## config.mk

```make
export PLATFORM = sky130hd
export DESIGN_NAME = crc32_reflected_prog_poly
export DESIGN_NICKNAME = d
export VERILOG_FILES = /design/src/design/crc32_pkg.sv /design/src/design/crc32_reflected_prog_poly.sv
export SDC_FILE = /design/constraint.sdc
export NUM_CORES = 1
export LEC_CHECK = 0
export BUFFER_PORTS_ARGS = -buffer_cell sky130_fd_sc_hd__buf_2
export CORE_MARGIN = 1.5
export CORE_UTILIZATION = 65
export DETAILED_ROUTE_END_ITERATION = 6
export HOLD_SLACK_MARGIN = 0.03
export PLACE_DENSITY = 0.87
export SLEW_MARGIN = 20
export SYNTH_ARGS = -nofsm -noshare
export SYNTH_HDL_FRONTEND = slang
export SYNTH_SLANG_ARGS = --single-unit
```

## constraint.sdc

```tcl
create_clock -name clk -period 7.1 [get_ports clk]
set_clock_uncertainty 0.1 [all_clocks]
set_input_delay 1.42 -clock clk [delete_from_list [all_inputs] [get_ports clk]]
set_output_delay 1.42 -clock clk [all_outputs]
set_load 0.01 [all_outputs]
```

## src/design/crc32_pkg.sv

```systemverilog
package crc32_pkg;

  localparam int unsigned CrcWidth  = 32;
  localparam int unsigned ByteWidth = 8;

  localparam logic [CrcWidth-1:0] CRC_ALL_ONES = 32'hFFFF_FFFF;
  localparam logic [CrcWidth-1:0] POLY_RESET   = 32'h1EDC_6F41;

  typedef logic [CrcWidth-1:0]  crc_word_t;
  typedef logic [ByteWidth-1:0] crc_byte_t;

  // bit order swap, plain wiring
  function automatic crc_word_t reverse32(input crc_word_t v);
    crc_word_t r;
    r = '0;
    for (int i = 0; i < CrcWidth; i++) begin
      r[i] = v[CrcWidth-1-i];
    end
    return r;
  endfunction

  // one table entry worked out on the fly, then merged with the shifted remainder
  function automatic crc_word_t fold_byte(input crc_word_t rem, input crc_byte_t data,
                                          input crc_word_t rpoly);
    crc_word_t v;
    v = {{(CrcWidth-ByteWidth){1'b0}}, rem[ByteWidth-1:0] ^ data};
    for (int i = 0; i < ByteWidth; i++) begin
      if (v[0]) begin
        v = (v >> 1) ^ rpoly;
      end else begin
        v = v >> 1;
      end
    end
    return (rem >> ByteWidth) ^ v;
  endfunction

  localparam crc_word_t RPOLY_RESET = reverse32(POLY_RESET);

endpackage

```

## src/design/crc32_reflected_prog_poly.sv

```systemverilog
// channel  | direction | transfer carries
// ---------+-----------+--------------------------------------------------
// cfg      | in        | cfg_data: generator polynomial, normal bit order
// s_axis   | in        | tdata: data_byte, tuser: first_byte, tlast: last_byte
// m_axis   | out       | tdata: crc_value, tlast: crc_done
//
// one byte per cycle sustained unless the output stalls; the result passes through
// the input register, then the eight-step fold into the result register
// rst is synchronous: polynomial back to 0x1EDC6F41, remainder to all ones
// a stalled output holds its result; the input register still takes one byte
// the polynomial is kept bit-reversed, so the fold path is shift/xor only
module crc32_reflected_prog_poly
  import crc32_pkg::*;
(
  input  logic                clk,
  input  logic                rst,

  input  logic                cfg_valid,
  output logic                cfg_ready,
  input  logic [CrcWidth-1:0] cfg_data,

  input  logic                s_axis_tvalid,
  output logic                s_axis_tready,
  input  logic [7:0]          s_axis_tdata,   // [7:0] data_byte
  input  logic                s_axis_tuser,   // [0] first_byte
  input  logic                s_axis_tlast,

  output logic                m_axis_tvalid,
  input  logic                m_axis_tready,
  output logic [CrcWidth-1:0] m_axis_tdata,   // [31:0] crc_value
  output logic                m_axis_tlast
);

  crc_word_t rpoly;
  crc_word_t remainder;
  crc_word_t remainder_next;

  logic      in_valid;
  crc_byte_t in_byte;
  logic      in_first;
  logic      in_last;

  logic      advance;

  assign cfg_ready = 1'b1;

  assign advance       = in_valid && (!m_axis_tvalid || m_axis_tready);
  assign s_axis_tready = !in_valid || advance;

  always_comb begin
    remainder_next = fold_byte(in_first ? CRC_ALL_ONES : remainder, in_byte, rpoly);
  end

  always_ff @(posedge clk) begin
    if (rst) begin
      rpoly <= RPOLY_RESET;
    end else if (cfg_valid && cfg_ready) begin
      rpoly <= reverse32(cfg_data);
    end
  end

  // input register
  always_ff @(posedge clk) begin
    if (rst) begin
      in_valid <= 1'b0;
    end else if (s_axis_tready) begin
      in_valid <= s_axis_tvalid;
    end
  end

  always_ff @(posedge clk) begin
    if (s_axis_tvalid && s_axis_tready) begin
      in_byte  <= s_axis_tdata;
      in_first <= s_axis_tuser;
      in_last  <= s_axis_tlast;
    end
  end

  // remainder moves on only when a byte passes into the result register
  always_ff @(posedge clk) begin
    if (rst) begin
      remainder <= CRC_ALL_ONES;
    end else if (advance) begin
      remainder <= remainder_next;
    end
  end

  always_ff @(posedge clk) begin
    if (rst) begin
      m_axis_tvalid <= 1'b0;
    end else if (advance) begin
      m_axis_tvalid <= 1'b1;
    end else if (m_axis_tready) begin
      m_axis_tvalid <= 1'b0;
    end
  end

  always_ff @(posedge clk) begin
    if (advance) begin
      m_axis_tdata <= remainder_next ^ CRC_ALL_ONES;
      m_axis_tlast <= in_last;
    end
  end

endmodule

```

-- Word-level counts from Yosys, hierarchy flattened
Index checks and enable logic that the tools add are counted.
- register bits: 109
- input bits: 47
- output and inout port bits: 36
- word-level logic and storage cells: 38
- multiplexer cells: 11
- bitwise operators: 11
- reduce and logical (&&, ||, !) cells: 7
- operator list (operator ; count):
    $mux 32 ; 9
    $xor 31x32->32 ; 7
    $not 32->32 ; 1
    $xor 24x32->32 ; 1
    $xor 7x32->32 ; 1
    $xor 8x8->8 ; 1
    $logic_and 1x1->1 ; 2
    $logic_not 1->1 ; 2
    $logic_or 1x1->1 ; 2
    $mux 1 ; 2
    $reduce_bool 2->1 ; 1

-- Longest topological paths before layout
- word-level depth: 20
- gate-level depth with buffers: 19
- depth with buffers taken out: 14

-- Worst setup path after synthesis
Ideal clock, no wire load.
- path type: flip-flop to flip-flop
- start: register in_first
- end: register remainder[28]
- library setup time: 0.115 ns
- data arrival time: 3.773 ns
- data required time: 6.885 ns
- setup slack: 3.111 ns
- cell stages (with the launch flop): 18
- buffers on the path: 3
- clock period less this slack: 3.989 ns
- cells stage by stage: edfxtp_1 -> o21ba_1 -> o32ai_2 -> a211oi_4 -> xnor2_2 -> buf_6 -> nand3_1 -> a31o_1 -> buf_2 -> a211oi_1 -> mux2i_1 -> o311ai_2 -> xor2_1 -> and3_1 -> or2_1 -> buf_4 -> or3b_1 -> and3_1
- word-level cells in the longest chain between the ends: 18
- elaborated cells on any way between the ends: 19
- classes of those cells: mux: 9; bitwise: 10
- ends and longest elaborated chain (item ; line ; source):
    start: declaration ; crc32_reflected_prog_poly.sv:40 ; logic in_first;
    start signal: assignment ; crc32_reflected_prog_poly.sv:74 ; in_first <= s_axis_tuser;
    $mux 32 (*) ; crc32_reflected_prog_poly.sv:51 ; remainder_next = fold_byte(in_first ? CRC_ALL_ONES : remainder, in_byte, rpoly);
    $xor 8x8->8 (*) ; crc32_pkg.sv:26 ; v = {{(CrcWidth-ByteWidth){1'b0}}, rem[ByteWidth-1:0] ^ data};
    $xor 7x32->32 ; crc32_pkg.sv:29 ; v = (v >> 1) ^ rpoly;
    $mux 32 (*) ; crc32_pkg.sv:28 ; if (v[0]) begin
    $xor 31x32->32 ; crc32_pkg.sv:29 ;
    $mux 32 (*) ; crc32_pkg.sv:28 ;
    $xor 31x32->32 ; crc32_pkg.sv:29 ;
    $mux 32 (*) ; crc32_pkg.sv:28 ;
    $xor 31x32->32 ; crc32_pkg.sv:29 ;
    $mux 32 (*) (2 in a row) ; crc32_pkg.sv:28 ;
    $xor 31x32->32 / $mux 32 (equally long branches) ; crc32_pkg.sv:29, crc32_pkg.sv:28 ;
    $mux 32 (*) ; crc32_pkg.sv:28 ;
    $xor 31x32->32 / $mux 32 (equally long branches) ; crc32_pkg.sv:29, crc32_pkg.sv:28 ;
    $mux 32 (*) ; crc32_pkg.sv:28 ;
    $xor 31x32->32 / $mux 32 (equally long branches) ; crc32_pkg.sv:29, crc32_pkg.sv:28 ;
    $mux 32 (*) ; crc32_pkg.sv:28 ;
    $xor 24x32->32 (*) ; crc32_pkg.sv:34 ; return (rem >> ByteWidth) ^ v;
    end signal: assignment ; crc32_reflected_prog_poly.sv:84 ; remainder <= remainder_next;
    end: declaration ; crc32_reflected_prog_poly.sv:35 ; crc_word_t remainder;
Every way passes the cells marked *; elsewhere a longest branch is shown, timed or not.
A chain may end at the register's enable or synchronous reset.

-- Final worst setup path
- start: register in_byte[0]
- end: register remainder[28]
- word-level cells in the longest chain between the ends: 16
- elaborated cells on any way between the ends: 17
- classes of those cells: mux: 8; bitwise: 9
- ends and longest elaborated chain (item ; line ; source):
    start: declaration ; crc32_reflected_prog_poly.sv:39 ; crc_byte_t in_byte;
    start signal: assignment ; crc32_reflected_prog_poly.sv:73 ; in_byte <= s_axis_tdata;
    $xor 8x8->8 (*) ; crc32_pkg.sv:26 ;
    $mux 32 (*) ; crc32_pkg.sv:28 ;
    $xor 31x32->32 ; crc32_pkg.sv:29 ;
    $mux 32 (*) ; crc32_pkg.sv:28 ;
    $xor 31x32->32 ; crc32_pkg.sv:29 ;
    $mux 32 (*) ; crc32_pkg.sv:28 ;
    $xor 31x32->32 ; crc32_pkg.sv:29 ;
    $mux 32 (*) (2 in a row) ; crc32_pkg.sv:28 ;
    $xor 31x32->32 / $mux 32 (equally long branches) ; crc32_pkg.sv:29, crc32_pkg.sv:28 ;
    $mux 32 (*) ; crc32_pkg.sv:28 ;
    $xor 31x32->32 / $mux 32 (equally long branches) ; crc32_pkg.sv:29, crc32_pkg.sv:28 ;
    $mux 32 (*) ; crc32_pkg.sv:28 ;
    $xor 31x32->32 / $mux 32 (equally long branches) ; crc32_pkg.sv:29, crc32_pkg.sv:28 ;
    $mux 32 (*) ; crc32_pkg.sv:28 ;
    $xor 24x32->32 (*) ; crc32_pkg.sv:34 ;
Marked as above.

==> impl_metrics.tcl <==
set metrics [dict create \
    start_util_pct 67.49 \
    crit_fanout 21 \
    crit_start "in_byte[0]" \
    ys_seq_area_share_pct 31.70 \
    ys_ff_latch 109 \
    r2r-end "remainder[28]" \
    ioPinCount 83 \
    hold_buffers 0 \
    cts_inserted_buffers 9 \
    ant_nets 0 \
    cp.required_ns 7.25 \
    ff2ff_path_depth 15 \
    ys_types 68 \
    antenna_found_initial 0 \
    grt-ovfl-total 0 \
    run_status "finished clean" \
    arrival_ns 5.64 \
    nNetsFinal 1064 \
    start_kind "flip-flop" \
    fin_crit_ns 5.486 \
    core_sq_mm 0.01221 \
    syn_nets 1050 \
    final_common_cell "nand2_1" \
    syn_area_sq_mm 0.008242 \
    grt_util_met1_pct 36.94 \
    finalInstanceArea_sq_mm 0.008826 \
    wl_per_cell_microns 16.02 \
    seq_power_share_pct 21.1 \
    cts.htree.levels 3 \
    firstDrtPassIters 5 \
    hold_viol 0 \
    clockBufferDepth 2 \
    powerDensity_mw_per_mm2 626.3 \
    io_buffers 81 \
    routed_wirelength_mm 19.06 \
    drive_gt1_share_pct 13.01 \
    cts.sinks 109 \
    p_clk_share_pct 8.3 \
    clk_latency_ns 0.36 \
    row_count 40 \
    cellInternalPower_mw 3.117 \
    crit_path_end "remainder[28]" \
    syn_avg_cell_area_sq_um 8.217 \
    r2r_start "in_byte[0]" \
    cts_tree "yes" \
    postCtsSetupBuffers 0 \
    cts_resized 0 \
    peakVddDrop_mv 0.3217 \
    drt-initial-drc-count 647 \
    syn_inst 1003 \
    tightest_slew_ns 1.036 \
    switchingPower_mw 2.410 \
    avgViaCountPerCell 5.793 \
    grt.total_usage_pct 29.31 \
    n_antenna_cell 0 \
    comb_power_share_pct 70.6 \
    cellLeakagePower_nw 3.411 \
    ys_async_sr_fraction_pct 0 \
    postPlaceCellArea_sq_mm 0.008562 \
    die_area_sq_mm 0.01336 \
    dp_hpwl_mm 13.13 \
    synth_warnings 0 \
    syn_to_final_growth_pct 7.090 \
    setup_viol 0 \
    vias 6894 \
    hold_path.class "flip-flop to flip-flop" \
    fmax_ghz 0.1823 \
    setup_tns_ns 0 \
    drc 0 \
    cp-end-kind "flip-flop" \
    first_global_vias 6264 \
    worst-r2r-setup-slack_ns 1.61 \
    grt_pass1_wl_mm 30.53 \
    grt_busiest_layer "met2" \
    power_mw 5.528 \
    critical_path_class "flip-flop to flip-flop" \
    synth_edf_count 43 \
    root_buffer "clkbuf_16" \
    die_w_microns 115.6 \
    fin_crit_sh_pct 77.26 \
    final_cell_mix "230 x nand2_1, 197 x xnor2_1, 81 x buf_2, 68 x nor2_1, 66 x dfxtp_1" \
    multiInputGateArea_sq_mm 0.005202 \
    gp_congestion 0.9132 \
    use_met2_pct 49.70 \
    switching_share_pct 43.60 \
    regArea_sq_mm 0.002613 \
    grt_max_degree 52 \
    drv_cap 0 \
    clk_pin_slew_ns 0.06 \
    drv_slew 0 \
    die_h_microns 115.6 \
    use_met3_pct 6.224 \
    slew_headroom_pct 30.95 \
    rsz0062_at_grt "no" \
    fillers 931 \
    ys.flop_type "dfxtp_1" \
]
[power groups by stage]
stage / logic, mW / clock network (mW) / registers [mW]
floorplan: 3.29 / 0 / 1.16
global placement: 3.83 / 0 / 1.17
detailed placement: 3.89 / 0 / 1.17
CTS: 3.91 / 0.463 / 1.16
global route: 4.24 / 0.486 / 1.18
finish: 3.90 / 0.458 / 1.16
[area by class of cell]
cell class                      instances  area share, %
Multi-Input combinational cell        795          58.95
Sequential cell                       109          29.60
Timing Repair Buffer                   95          5.784
Clock buffer                           14          2.878
Tap cell                              168          2.382
Inverter                                7         0.2977
Clock inverter                          2         0.1134
[stage by stage]
stage	setup WS, ns	hold slack [ns]	cells	util (%)
2_1_floorplan	3.111	0.3003	1003	-
3_3_place_gp	1.821	0.3069	1174	70.11
3_5_place_dp	1.683	0.3179	1174	70.11
4_1_cts	1.655	0.3434	1190	72.27
5_1_grt	1.164	0.3574	1190	72.27
6_report	1.614	0.3377	1190	72.27
[Yosys cell counts (3+ instances only)]
library cell	instances	share of area [%]
nor2_1	69	3.1
o211ai_1	5	0.46
nand3_1	12	0.73
o21a_1	26	2.4
nor3_1	35	2.1
a311oi_1	3	0.32
nand4b_1	3	0.32
clkbuf_1	57	2.6
xor2_1	34	3.6
a21o_1	3	0.27
a211o_1	3	0.32
o2bb2ai_1	4	0.43
buf_6	7	0.96
a21oi_1	44	2.7
inv_1	6	0.27
or3_1	3	0.23
xnor2_1	200	21
buf_2	16	0.97
nand3b_1	3	0.27
buf_1	7	0.32
edfxtp_1	43	16
and3_1	5	0.38
and2_1	5	0.38
o311ai_1	3	0.32
nand2b_1	3	0.23
xnor2_2	4	0.79
o21ai_0	10	0.61
nand2_1	230	10
buf_4	5	0.46
a211oi_1	6	0.55
dfxtp_1	66	16
xnor3_1	4	1.1
mux2i_1	36	4.4
[metal layers]
layer  share of wire, %  vias to the layer above
met5                  0                        -
met4                2.1                        0
met3                7.6                       28
met2                 48                      253
met1                 42                     3290
li1                   -                     3323
[flip-flops by register name, summed over array words and instances, names as in the netlist]
signal         flops
in_first           1
in_last            1
in_valid           1
in_byte            8
m_axis_tlast       1
m_axis_tdata      32
rpoly             32
m_axis_tvalid      1
remainder         32
[critical path, stage by stage, from the launching register on]
cell      delay [ns]
edfxtp_1        0.68
nand2_1         0.14
o32ai_2         0.38
a211oi_4        0.16
xnor2_2         0.57
nand3_1         0.21
a31o_1          0.33
nand2_1         0.57
buf_4           0.31
nand3_1         0.11
o311ai_2        0.11
xor2_1          0.30
and3_1          0.56
or2_1           0.30
or3b_1          0.36
and3_1          0.17
[cell families after synthesis]
group | count (synthesis) | synth area share (%)
muxes | 36 | 4.372
AOI/OAI and AO/OA | 133 | 11.87
and+or+nand+nor | 383 | 19.65
xor gates and xnor gates | 242 | 26.75
DFF | 109 | 31.70
other | 1 | 0.04550
buffers and inverters | 99 | 5.617
[worst min-delay path by stage]
stage | start | end | slack, ns | cells after the start
floorplan | in_last | m_axis_tlast | 0.30 | 0
global placement | in_last | m_axis_tlast | 0.31 | 0
detailed placement | in_last | m_axis_tlast | 0.32 | 0
CTS | in_last | m_axis_tlast | 0.34 | 0
global route | in_last | m_axis_tlast | 0.36 | 0
finish | in_last | m_axis_tlast | 0.34 | 0
Power figures use the tool's default switching activity.
